$ cat src/rtl/ssa_pkg.sv
// ----------------------------------------------------------------------------
// ssa_pkg
// Shared constants, codes and transfer types of the swap slot allocator.
// ----------------------------------------------------------------------------
package ssa_pkg;

  // sizing
  localparam int MAX_SLOTS        = 1024;
  localparam int SECTORS_PER_SLOT = 8;

  // fixed field widths
  localparam int CFG_W    = 11;
  localparam int KIND_W   = 2;
  localparam int SLOT_W   = 10;
  localparam int SECTOR_W = 13;
  localparam int STATUS_W = 2;

  // free map organisation: rows of ROW_W slot bits
  localparam int ROW_W  = 32;
  localparam int COL_AW = $clog2(ROW_W);
  localparam int ROWS   = (MAX_SLOTS + ROW_W - 1) / ROW_W;
  localparam int ROW_AW = $clog2(ROWS);
  localparam int ROW_CW = $clog2(ROWS + 1);
  localparam int CNT_W  = $clog2(MAX_SLOTS + 1);
  localparam int OFS_W  = $clog2(SECTORS_PER_SLOT + 1);

  localparam int SLOT_COUNT_RESET = 1024;
  localparam int COUNT_RESET      = (MAX_SLOTS < SLOT_COUNT_RESET) ? MAX_SLOTS
                                                                   : SLOT_COUNT_RESET;

  // request kinds
  localparam logic [KIND_W-1:0] KIND_ALLOC   = 2'd0;
  localparam logic [KIND_W-1:0] KIND_SWAP_IN = 2'd1;
  localparam logic [KIND_W-1:0] KIND_FREE    = 2'd2;

  // result status codes
  localparam logic [STATUS_W-1:0] ST_OK       = 2'd0;
  localparam logic [STATUS_W-1:0] ST_NO_FREE  = 2'd1;
  localparam logic [STATUS_W-1:0] ST_NOT_USED = 2'd2;
  localparam logic [STATUS_W-1:0] ST_RANGE    = 2'd3;

  typedef struct packed {
    logic [KIND_W-1:0] kind;
    logic [SLOT_W-1:0] slot_index;
  } ssa_in_t;

  typedef struct packed {
    logic [SLOT_W-1:0]   slot;
    logic [SECTOR_W-1:0] sector;
    logic                last;
    logic [STATUS_W-1:0] status;
  } ssa_out_t;

  // sequencer to free map
  typedef struct packed {
    logic              rd_en;
    logic [ROW_AW-1:0] rd_row;
    logic              wr_en;
    logic [ROW_AW-1:0] wr_row;
    logic [ROW_W-1:0]  wr_data;
  } map_req_t;

  // free map to sequencer
  typedef struct packed {
    logic [ROW_W-1:0] row_data;
    logic [ROWS-1:0]  row_avail;
  } map_rsp_t;

endpackage

$ cat src/rtl/ssa_ram.sv
// ----------------------------------------------------------------------------
// ssa_ram
// Generic single write, single read RAM with registered read data.
// ----------------------------------------------------------------------------
module ssa_ram #(
  parameter int WIDTH = 32,
  parameter int DEPTH = 32,
  localparam int AW   = $clog2(DEPTH)
) (
  input  logic             clk,
  input  logic             wr_en,
  input  logic [AW-1:0]    wr_addr,
  input  logic [WIDTH-1:0] wr_data,
  input  logic             rd_en,
  input  logic [AW-1:0]    rd_addr,
  output logic [WIDTH-1:0] rd_data
);

  logic [WIDTH-1:0] mem_r [DEPTH];
  logic [WIDTH-1:0] rd_data_r;

  always_ff @(posedge clk) begin
    if (wr_en) begin
      mem_r[wr_addr] <= wr_data;
    end
    if (rd_en) begin
      rd_data_r <= mem_r[rd_addr];
    end
  end

  assign rd_data = rd_data_r;

endmodule

$ cat src/rtl/ssa_map.sv
// ----------------------------------------------------------------------------
// ssa_map
// Slot free map: row RAM plus per-row written and has-free flags.
// ----------------------------------------------------------------------------
module ssa_map
  import ssa_pkg::*;
(
  input  logic     clk,
  input  logic     rst_n,
  input  map_req_t req,
  output map_rsp_t rsp
);

  logic [ROWS-1:0]  row_vld_r;
  logic [ROWS-1:0]  row_free_r;
  logic             rd_vld_r;
  logic [ROW_W-1:0] ram_q;

  ssa_ram #(
    .WIDTH (ROW_W),
    .DEPTH (ROWS)
  ) u_ram (
    .clk     (clk),
    .wr_en   (req.wr_en),
    .wr_addr (req.wr_row),
    .wr_data (req.wr_data),
    .rd_en   (req.rd_en),
    .rd_addr (req.rd_row),
    .rd_data (ram_q)
  );

  // a row never written reads back as all ones: every slot free
  always_ff @(posedge clk) begin
    if (!rst_n) begin
      row_vld_r  <= '0;
      row_free_r <= '1;
    end else if (req.wr_en) begin
      row_vld_r[req.wr_row]  <= 1'b1;
      row_free_r[req.wr_row] <= |req.wr_data;
    end
    if (req.rd_en) begin
      rd_vld_r <= row_vld_r[req.rd_row];
    end
  end

  assign rsp.row_data  = rd_vld_r ? ram_q : '1;
  assign rsp.row_avail = row_free_r;

endmodule

$ cat src/rtl/ssa_seq.sv
// ----------------------------------------------------------------------------
// ssa_seq
// Request sequencer: map lookup, update and sector burst generation.
// ----------------------------------------------------------------------------
module ssa_seq
  import ssa_pkg::*;
(
  input  logic             clk,
  input  logic             rst_n,
  input  logic             in_valid,
  output logic             in_stall,
  input  ssa_in_t          in_data,
  input  logic [CNT_W-1:0] count,
  output map_req_t         map_req,
  input  map_rsp_t         map_rsp,
  output logic             out_valid,
  input  logic             out_stall,
  output ssa_out_t         out_data
);

  typedef enum logic [2:0] {
    S_IDLE,
    S_LOOK,
    S_ROW,
    S_EMIT,
    S_REPORT
  } state_t;

  state_t               state_r, state_nxt;
  logic [KIND_W-1:0]    kind_r, kind_nxt;
  logic [SLOT_W-1:0]    idx_r, idx_nxt;
  logic [ROW_AW-1:0]    row_r, row_nxt;
  logic [SLOT_W-1:0]    slot_r, slot_nxt;
  logic [SECTOR_W-1:0]  sector_r, sector_nxt;
  logic [STATUS_W-1:0]  status_r, status_nxt;
  logic [OFS_W-1:0]     cnt_r, cnt_nxt;
  logic                 out_valid_r, out_valid_nxt;
  ssa_out_t             out_data_r, out_data_nxt;

  logic                 out_ok;
  logic                 emit_last;
  logic [ROW_CW-1:0]    row_lim;
  logic [ROW_CW-1:0]    full_rows;
  logic [ROWS-1:0]      rows_ok;
  logic [ROWS-1:0]      avail;
  logic                 row_hit;
  logic [ROW_AW-1:0]    row_first;
  logic [ROW_W-1:0]     col_mask;
  logic [ROW_W-1:0]     cand;
  logic                 col_hit;
  logic [COL_AW-1:0]    col_first;
  logic [COL_AW-1:0]    idx_col;
  logic [ROW_AW-1:0]    idx_row;
  logic                 idx_beyond;
  logic [SLOT_W-1:0]    alloc_slot;

  assign out_ok    = !out_valid_r || !out_stall;
  assign emit_last = (cnt_r == OFS_W'(SECTORS_PER_SLOT - 1));
  assign idx_col   = idx_r[COL_AW-1:0];
  assign idx_row   = idx_r[SLOT_W-1:COL_AW];
  assign idx_beyond = (CNT_W'(idx_r) >= count);
  assign alloc_slot = {row_r, col_first};

  // rows that hold at least one slot below the count
  assign row_lim   = ROW_CW'(({1'b0, count} + (CNT_W + 1)'(ROW_W - 1)) >> COL_AW);
  assign full_rows = ROW_CW'(count >> COL_AW);

  always_comb begin
    for (int r = 0; r < ROWS; r++) begin
      rows_ok[r] = (ROW_CW'(r) < row_lim);
    end
  end

  assign avail   = map_rsp.row_avail & rows_ok;
  assign row_hit = |avail;

  always_comb begin
    row_first = '0;
    for (int r = ROWS - 1; r >= 0; r--) begin
      if (avail[r]) begin
        row_first = ROW_AW'(r);
      end
    end
  end

  // slots of the current row that lie below the count
  always_comb begin
    if (ROW_CW'(row_r) < full_rows) begin
      col_mask = '1;
    end else if (ROW_CW'(row_r) == full_rows) begin
      col_mask = (ROW_W'(1) << count[COL_AW-1:0]) - ROW_W'(1);
    end else begin
      col_mask = '0;
    end
  end

  assign cand    = map_rsp.row_data & col_mask;
  assign col_hit = |cand;

  always_comb begin
    col_first = '0;
    for (int c = ROW_W - 1; c >= 0; c--) begin
      if (cand[c]) begin
        col_first = COL_AW'(c);
      end
    end
  end

  always_comb begin
    state_nxt     = state_r;
    kind_nxt      = kind_r;
    idx_nxt       = idx_r;
    row_nxt       = row_r;
    slot_nxt      = slot_r;
    sector_nxt    = sector_r;
    status_nxt    = status_r;
    cnt_nxt       = cnt_r;
    out_valid_nxt = out_valid_r && out_stall;
    out_data_nxt  = out_data_r;
    map_req       = '0;

    case (state_r)
      S_IDLE: begin
        if (in_valid) begin
          kind_nxt  = in_data.kind;
          idx_nxt   = in_data.slot_index;
          state_nxt = S_LOOK;
        end
      end

      S_LOOK: begin
        case (kind_r)
          KIND_ALLOC: begin
            if (row_hit) begin
              row_nxt        = row_first;
              map_req.rd_en  = 1'b1;
              map_req.rd_row = row_first;
              state_nxt      = S_ROW;
            end else begin
              slot_nxt   = '0;
              sector_nxt = '0;
              status_nxt = ST_NO_FREE;
              state_nxt  = S_REPORT;
            end
          end
          KIND_SWAP_IN, KIND_FREE: begin
            if (idx_beyond) begin
              slot_nxt   = idx_r;
              sector_nxt = '0;
              status_nxt = ST_RANGE;
              state_nxt  = S_REPORT;
            end else begin
              row_nxt        = idx_row;
              map_req.rd_en  = 1'b1;
              map_req.rd_row = idx_row;
              state_nxt      = S_ROW;
            end
          end
          default: begin
            state_nxt = S_IDLE;
          end
        endcase
      end

      S_ROW: begin
        if (kind_r == KIND_ALLOC) begin
          if (col_hit) begin
            map_req.wr_en   = 1'b1;
            map_req.wr_row  = row_r;
            map_req.wr_data = map_rsp.row_data & ~(ROW_W'(1) << col_first);
            slot_nxt        = alloc_slot;
            sector_nxt      = SECTOR_W'(SECTOR_W'(alloc_slot) * SECTOR_W'(SECTORS_PER_SLOT));
            cnt_nxt         = '0;
            state_nxt       = S_EMIT;
          end else begin
            slot_nxt   = '0;
            sector_nxt = '0;
            status_nxt = ST_NO_FREE;
            state_nxt  = S_REPORT;
          end
        end else if (map_rsp.row_data[idx_col]) begin
          slot_nxt   = idx_r;
          sector_nxt = '0;
          status_nxt = ST_NOT_USED;
          state_nxt  = S_REPORT;
        end else begin
          map_req.wr_en   = 1'b1;
          map_req.wr_row  = row_r;
          map_req.wr_data = map_rsp.row_data | (ROW_W'(1) << idx_col);
          slot_nxt        = idx_r;
          if (kind_r == KIND_SWAP_IN) begin
            sector_nxt = SECTOR_W'(SECTOR_W'(idx_r) * SECTOR_W'(SECTORS_PER_SLOT));
            cnt_nxt    = '0;
            state_nxt  = S_EMIT;
          end else begin
            sector_nxt = '0;
            status_nxt = ST_OK;
            state_nxt  = S_REPORT;
          end
        end
      end

      S_EMIT: begin
        if (out_ok) begin
          out_valid_nxt       = 1'b1;
          out_data_nxt.slot   = slot_r;
          out_data_nxt.sector = sector_r;
          out_data_nxt.last   = emit_last;
          out_data_nxt.status = ST_OK;
          sector_nxt          = sector_r + 1'b1;
          cnt_nxt             = cnt_r + 1'b1;
          if (emit_last) begin
            state_nxt = S_IDLE;
          end
        end
      end

      S_REPORT: begin
        if (out_ok) begin
          out_valid_nxt       = 1'b1;
          out_data_nxt.slot   = slot_r;
          out_data_nxt.sector = sector_r;
          out_data_nxt.last   = 1'b1;
          out_data_nxt.status = status_r;
          state_nxt           = S_IDLE;
        end
      end

      default: begin
        state_nxt = S_IDLE;
      end
    endcase
  end

  always_ff @(posedge clk) begin
    kind_r     <= kind_nxt;
    idx_r      <= idx_nxt;
    row_r      <= row_nxt;
    slot_r     <= slot_nxt;
    sector_r   <= sector_nxt;
    status_r   <= status_nxt;
    cnt_r      <= cnt_nxt;
    out_data_r <= out_data_nxt;
    if (!rst_n) begin
      state_r     <= S_IDLE;
      out_valid_r <= 1'b0;
    end else begin
      state_r     <= state_nxt;
      out_valid_r <= out_valid_nxt;
    end
  end

  assign in_stall  = (state_r != S_IDLE);
  assign out_valid = out_valid_r;
  assign out_data  = out_data_r;

endmodule

$ cat src/rtl/swap_slot_allocator_unit.sv
// ----------------------------------------------------------------------------
// swap_slot_allocator_unit
// First-fit swap slot allocator over a bitmap of free slots.
// ----------------------------------------------------------------------------
// One request is handled at a time. A request is taken in the idle state,
// then the look-up state finds the first row with a free slot (or checks the
// range), and the row state reads the free map row and writes back any change.
// Allocate and swap-in then stream SECTORS_PER_SLOT sector numbers, one per
// cycle while the output is not stalled, through the single output register.
// Free, a slot not in use and a full map found in the row read give their one
// result after the row state; a slot beyond the count and a map with no free
// row below the count give it straight after the look-up state, and an
// undefined kind gives no result. The free map is a RAM of 32-slot rows with
// a flop per row for "written" and "has a free slot", so it needs no clearing
// pass after reset. The user must write the slot count only while the block is
// idle; the block does not enforce it. Values above MAX_SLOTS are saturated.
module swap_slot_allocator_unit
  import ssa_pkg::*;
(
  input  logic             clk,
  input  logic             rst_n,
  input  logic             in_valid,
  output logic             in_stall,
  input  ssa_in_t          in_data,
  output logic             out_valid,
  input  logic             out_stall,
  output ssa_out_t         out_data,
  input  logic             cfg_wr_en,
  input  logic [CFG_W-1:0] cfg_wr_data
);

  logic [CNT_W-1:0] count_r, count_nxt;
  map_req_t         map_req;
  map_rsp_t         map_rsp;

  // saturate the written slot count to the map size
  always_comb begin
    if (int'(cfg_wr_data) > MAX_SLOTS) begin
      count_nxt = CNT_W'(MAX_SLOTS);
    end else begin
      count_nxt = CNT_W'(cfg_wr_data);
    end
  end

  always_ff @(posedge clk) begin
    if (!rst_n) begin
      count_r <= CNT_W'(COUNT_RESET);
    end else if (cfg_wr_en) begin
      count_r <= count_nxt;
    end
  end

  ssa_seq u_seq (
    .clk       (clk),
    .rst_n     (rst_n),
    .in_valid  (in_valid),
    .in_stall  (in_stall),
    .in_data   (in_data),
    .count     (count_r),
    .map_req   (map_req),
    .map_rsp   (map_rsp),
    .out_valid (out_valid),
    .out_stall (out_stall),
    .out_data  (out_data)
  );

  ssa_map u_map (
    .clk   (clk),
    .rst_n (rst_n),
    .req   (map_req),
    .rsp   (map_rsp)
  );

endmodule

$ cat config.mk
export PLATFORM = sky130hd
export DESIGN_NAME = swap_slot_allocator_unit
export DESIGN_NICKNAME = d
export VERILOG_FILES = /design/src/rtl/ssa_pkg.sv /design/src/rtl/ssa_ram.sv /design/src/rtl/ssa_map.sv /design/src/rtl/ssa_seq.sv /design/src/rtl/swap_slot_allocator_unit.sv
export SDC_FILE = /design/constraint.sdc
export NUM_CORES = 2
export LEC_CHECK = 0
export ABC_AREA = 1
export ABC_CLOCK_PERIOD_IN_PS = 9800
export BUFFER_PORTS_ARGS = -buffer_cell sky130_fd_sc_hd__buf_4
export CAP_MARGIN = 20
export CORE_MARGIN = 2
export CORE_UTILIZATION = 35
export DETAILED_ROUTE_END_ITERATION = 16
export HOLD_SLACK_MARGIN = 0.1
export PLACE_DENSITY = 0.55
export SLEW_MARGIN = 15
export SYNTH_ARGS = -nofsm -noshare
export SYNTH_HDL_FRONTEND = slang
export SYNTH_HIERARCHICAL = 1
export SYNTH_SLANG_ARGS = --single-unit
$ cat constraint.sdc
create_clock -name clk -period 9.8 [get_ports clk]
set_input_delay 1.96 -clock clk [delete_from_list [all_inputs] [get_ports clk]]
set_output_delay 1.96 -clock clk [all_outputs]
set_load 0.005 [all_outputs]
[Word-level counts from Yosys, hierarchy flattened]
Memory sizes are Yosys's and may differ from the RTL's. A register that Yosys moved wholly into a read port is not among the register bits.
Cells that the tools add are included.
Storage, ports and cells
  register bits: 152
  bits in writable memories: 1024
  input port bits: 28
  output and inout bits: 28
  word-level logic and storage cells: 252
  memories kept: 1
Memories
  u_map.u_ram.mem_r: words 32, bits a word 32, read ports 1, clocked after Yosys merged registers in 1, wr ports 1, line ssa_ram.sv:19  | logic [WIDTH-1:0] mem_r [DEPTH];
Operators by class
  add/subtract/negate cells: 4
  order comparisons: 39
  equality and inequality tests: 22
  shift operators: 3
  mux-type cells: 134
  bitwise operators: 6
  reductions and logical operators: 26
Operator list (number)
  5-bit two-way mux: 66
  38-bit two-way mux: 4
  32-bit AND: 3
  5-bit by 6-bit < comparator with 1-bit output, first input constant: 16
  32-bit two-way mux: 3
  32-bit OR reduction: 3
  1-bit by 5-bit << shifter with 32-bit output, first input constant: 3
  13-bit two-way mux: 7
  32-bit OR: 2
  26-bit two-way mux: 2
  26-bit one-hot mux with 2 select lines: 1
  4-bit by 6-bit < comparator with 1-bit output, first input constant: 8
  10-bit two-way mux: 4
  10-bit one-hot mux with 2 select lines: 2
  13-bit one-hot mux with 3 select lines: 1
  32-bit bitwise mux: 1
  32-bit inverter: 1
  32-bit by 2-bit subtractor with 32-bit output, second input constant: 1
  3-bit two-way mux: 10
  13-bit one-hot mux with 2 select lines: 1
  3-bit by 6-bit < comparator with 1-bit output, first input constant: 4
  4-bit two-way mux: 5
  5-bit by 6-bit < comparator with 1-bit output, second input constant: 3
  6-bit two-way mux: 3
  other kinds (46): 80

[Logic depth before layout (Yosys ltp)]
  depth in word-level cells: 48
  mapped depth: 55
  depth with buffers taken out: 53

[Cells and area by module]
Netlist, hierarchy kept.
By module, submodules not included
  ssa_ram: instances 1, cells each 3536, area an instance 42726.0 um2, seq. area each 31710.4 um2
  ssa_seq: instances 1, cells each 1173, area an instance 7494.7 um2, seq. area each 2242.2 um2
  ssa_map: instances 1, cells each 455, area an instance 2939.1 um2, seq. area each 1311.3 um2
  swap_slot_allocator_unit: instances 1, cells each 59, area an instance 451.7 um2, seq. area each 220.2 um2

[Worst setup path before layout]
OpenSTA, ideal clock, no wires.
  path kind: register -> register
  from: reg count_r[8]
  to: mem u_map.u_ram.mem_r[16][0], enable pin
  setup time: 0.421 ns
  data arrival time: 4.783 ns
  data required time: 9.379 ns
  slack: 4.596 ns
  cell stages (with the launch flop): 23
  path buffers: 2
  clock period less this slack: 5.204 ns
  path through: dfxtp_1 inv_1 ha_1 nand2_1 nor2_1 o21ai_0 nand2_1 clkbuf_1 buf_2 o21ai_0 nand2_1 nand2_1 nor2_1 nand2_1 nor2_1 nand2_1 nand2_1 inv_1 o21ai_1 nor2_1 inv_1 nand3_1 nor2_1
RTL lines
  start, declared: line swap_slot_allocator_unit.sv:32  | logic [CNT_W-1:0] count_r, count_nxt;
  start signal, assigned: line swap_slot_allocator_unit.sv:47  | count_r <= CNT_W'(COUNT_RESET);
  start signal, assigned: line swap_slot_allocator_unit.sv:49  | count_r <= count_nxt;
  end, declared: line ssa_ram.sv:19

==> reports/results.ini <==
[outcome]
run_status = complete, no violations

[pwr]
vdd_ir_drop_max_uv = 172.9
power_density_mw_per_mm2 = 198.5
p_leak_nw = 22.12

[placed_design]
gp_congestion = 0.9513
placed_cells = 7147
portBuffers = 55
hpwl_um = 93860

[setup_path]
crit_path_top_delay_cell = nor2_4
worst_path_most_repeated_cell = nand2_1
rr_startpoint = count_r[4]
r2r_cells = 29
cpPeakStageDelay_ns = 1.14
critPathKind = reg -> reg
r2r-end = u_map/u_ram/mem_r[29][6]
r2r_slack_ns = 2.74
arrival_ns = 7.51
cp.required_ns = 10.25
start_kind = flop
worstPathMaxFanout = 32
end_kind = flop

[global_routing]
grt_pass1_vias = 36920
antenna_found_initial = 0
grt_pass1_wl_um = 247200
grt_max_degree = 200
grt-ovfl-total = 0
track_usage_pct = 21.09

[min_path]
min_from = u_seq/slot_r[3]
hp-class = reg -> reg
hold_path_end = u_seq/out_data[19]
whs_path_depth = 0

[sta]
slew_headroom_pct = 15.46
tns_ns = 0
rsz0062_at_grt = false
drv_slew = 0
min_period_over_period_pct = 72.08
hold_viol = 0
period_minus_slack_ns = 7.064
clock.fmax_ghz = 0.1416
setup_violations = 0
tightest_slew_ns = 1.268
fin_worst_skew_ns = 0.04075

[drt]
dr.pass1.iters = 6
ant_nets = 0
wirelength_um = 168500
wire_per_inst_um = 22.80
num_vias = 39140
drc = 0
viasPerCell = 5.298
first_iter_violations = 4299

[yosys]
ys_warn_count = 6
netlist_area_mm2 = 0.05361
netlist_top_cells_area = edfxtp_1, nand2_1, nand3_1, dfxtp_1, nor2_1
synth_top_area_share_pct = 63.24
avgSynthCellArea_um2 = 10.26
synth.distinct_cells = 56
ys_seq_area_share_pct = 66.19
yosysTopAreaCell = edfxtp_1
synth_seq_cells = 1208
netlist_instances = 5223
synth_top_flop_cell = edfxtp_1
synthArstFlopShare_pct = 0
synth_edf_count = 1129
syn_nets = 5272

[finish]
layout_commonest_cell = nand2_1
mostFrequentLayoutCells = nand2_1, edfxtp_1, nand3_1
drive_above_1_share_pct = 8.923
area_delta_synth_final_pct = 12.71
fill_cells = 14840
regArea_mm2 = 0.03548
fin_nets = 5303
instances_no_fill = 7389
multiInputGateArea_mm2 = 0.01577

[clocking]
tritoncts = yes
cts_setup_buffers = 0
clk_latency_ns = 0.78
htree_levels = 4
cts_made_buffers = 133
cts_resized = 0
ctsHoldBuffers = 0
cts.clk_slew.worst_paths_ns = 0.06
clockRootBuffer = clkbuf_16
cts_buffer_depth = 3
cts.sinks = 1208

[floorplan]
die_h_um = 395.4
core-area_mm2 = 0.1521
num_io_pins = 56
std_cell_rows = 143
initial_core_util_pct = 35.25
die_x_um = 395.4
dieArea_mm2 = 0.1563

[flow_run]
cap_violations = 0

## worst max-delay path by stage
stage / from / to / cells past startpoint
2_1_floorplan: count_r[8] / u_map/u_ram/mem_r[16][0] / 22
6_report: count_r[4] / u_map/u_ram/mem_r[29][6] / 29
4_1_cts: count_r[4] / u_map/u_ram/mem_r[3][23] / 29
5_1_grt: count_r[4] / u_map/u_ram/mem_r[29][24] / 29
3_5_place_dp: count_r[4] / u_map/u_ram/mem_r[0][26] / 29
3_3_place_gp: count_r[8] / u_map/row_free_r[24] / 48
## sequential cells by signal (all words and copies together), names as in the netlist
name and count:
u_seq/sector_r 13, u_map/u_ram/mem_r 1024, u_seq/out_valid 1, u_seq/kind_r 2, u_seq/idx_r 10, u_seq/cnt_r 4, u_seq/slot_r 10, u_map/row_vld_r 32
u_seq/out_data 26, u_map/rd_vld_r 1, u_map/u_ram/rd_data 32, u_seq/state_r 3, u_seq/row_r 5, count_r 11, u_map/row_free_r 32, u_seq/status_r 2
## critical path, delay by kind of cell, from the launching register on
kind | cells | cell delay (ns)
flops | 1 | 0.66
simple gates | 20 | 4.14
buf+inv | 6 | 1.20
fa+ha+maj | 1 | 0.18
compound gates | 2 | 0.50
## where the power goes
part / switching [mW] / leakage [nW] / internal, mW
logic: 1.01 / 9.81 / 0.351
clock network: 2.11 / 2.04 / 2.74
registers: 0.0507 / 10.3 / 5.73
total: 3.17 / 22.1 / 8.82
## metrics by stage
step,setup slack [ns],power (mW),cell area (µm²),utilization [%],hold WS [ns]
floorplan,4.596,6.776,53610,-,0.4003
detailed placement,2.845,7.221,56190,36.94,0.4045
global placement,2.793,7.209,56140,36.92,0.4088
global route,2.199,12.41,60420,39.73,0.4339
finish,2.736,11.99,60430,39.73,0.4169
CTS,2.842,12.06,60390,39.71,0.4166
## final cells by class
| class | instances | share of cell area [%] |
|---|---|---|
| clock inverter | 76 | 1.203 |
| antenna | 2 | 0.008282 |
| clock buffer | 162 | 5.756 |
| inverter | 259 | 1.663 |
| multi-input combinational | 3483 | 26.10 |
| sequential | 1208 | 58.72 |
| timing repair buffer | 169 | 2.346 |
| tap | 2030 | 4.203 |
## Yosys cell counts, drive strengths merged (2+ instances only)
| cell type | instances |
|---|---|
| o211ai | 20 |
| o21bai | 14 |
| buf | 215 |
| o21ai | 139 |
| a31oi | 5 |
| edfxtp | 1129 |
| nor3 | 24 |
| nand3b | 3 |
| a21oi | 103 |
| nor4 | 6 |
| a21boi | 5 |
| a31o | 4 |
| nand2 | 1869 |
| inv | 258 |
| nor2 | 296 |
| xor2 | 4 |
| o31ai | 3 |
| o22ai | 19 |
| o32ai | 2 |
| dfxtp | 79 |
| ha | 21 |
| o311ai | 5 |
| nand3 | 911 |
| clkbuf | 58 |
| nand4 | 21 |
## kinds of logic after synthesis
family	count (synthesis)	share of synthesized area, %
buffers and inverters	532	5.190
xor gates and xnor gates	4	0.1144
AOI/OAI and AO/OA	326	3.438
adders and majority gates	21	0.4901
and+or+nand+nor	3132	24.58
DFF	1208	66.19
## layer usage
metal  GRT usage [%]  vias to the layer above  share of wire, %
li1                -                    17970                 -
met3           3.184                      269               7.1
met5               0                        -                 0
met4           7.272                        0               3.2
met2           31.99                     1554                44
met1           30.74                    19360                45
No activity file was read; power rests on OpenSTA's default activity.
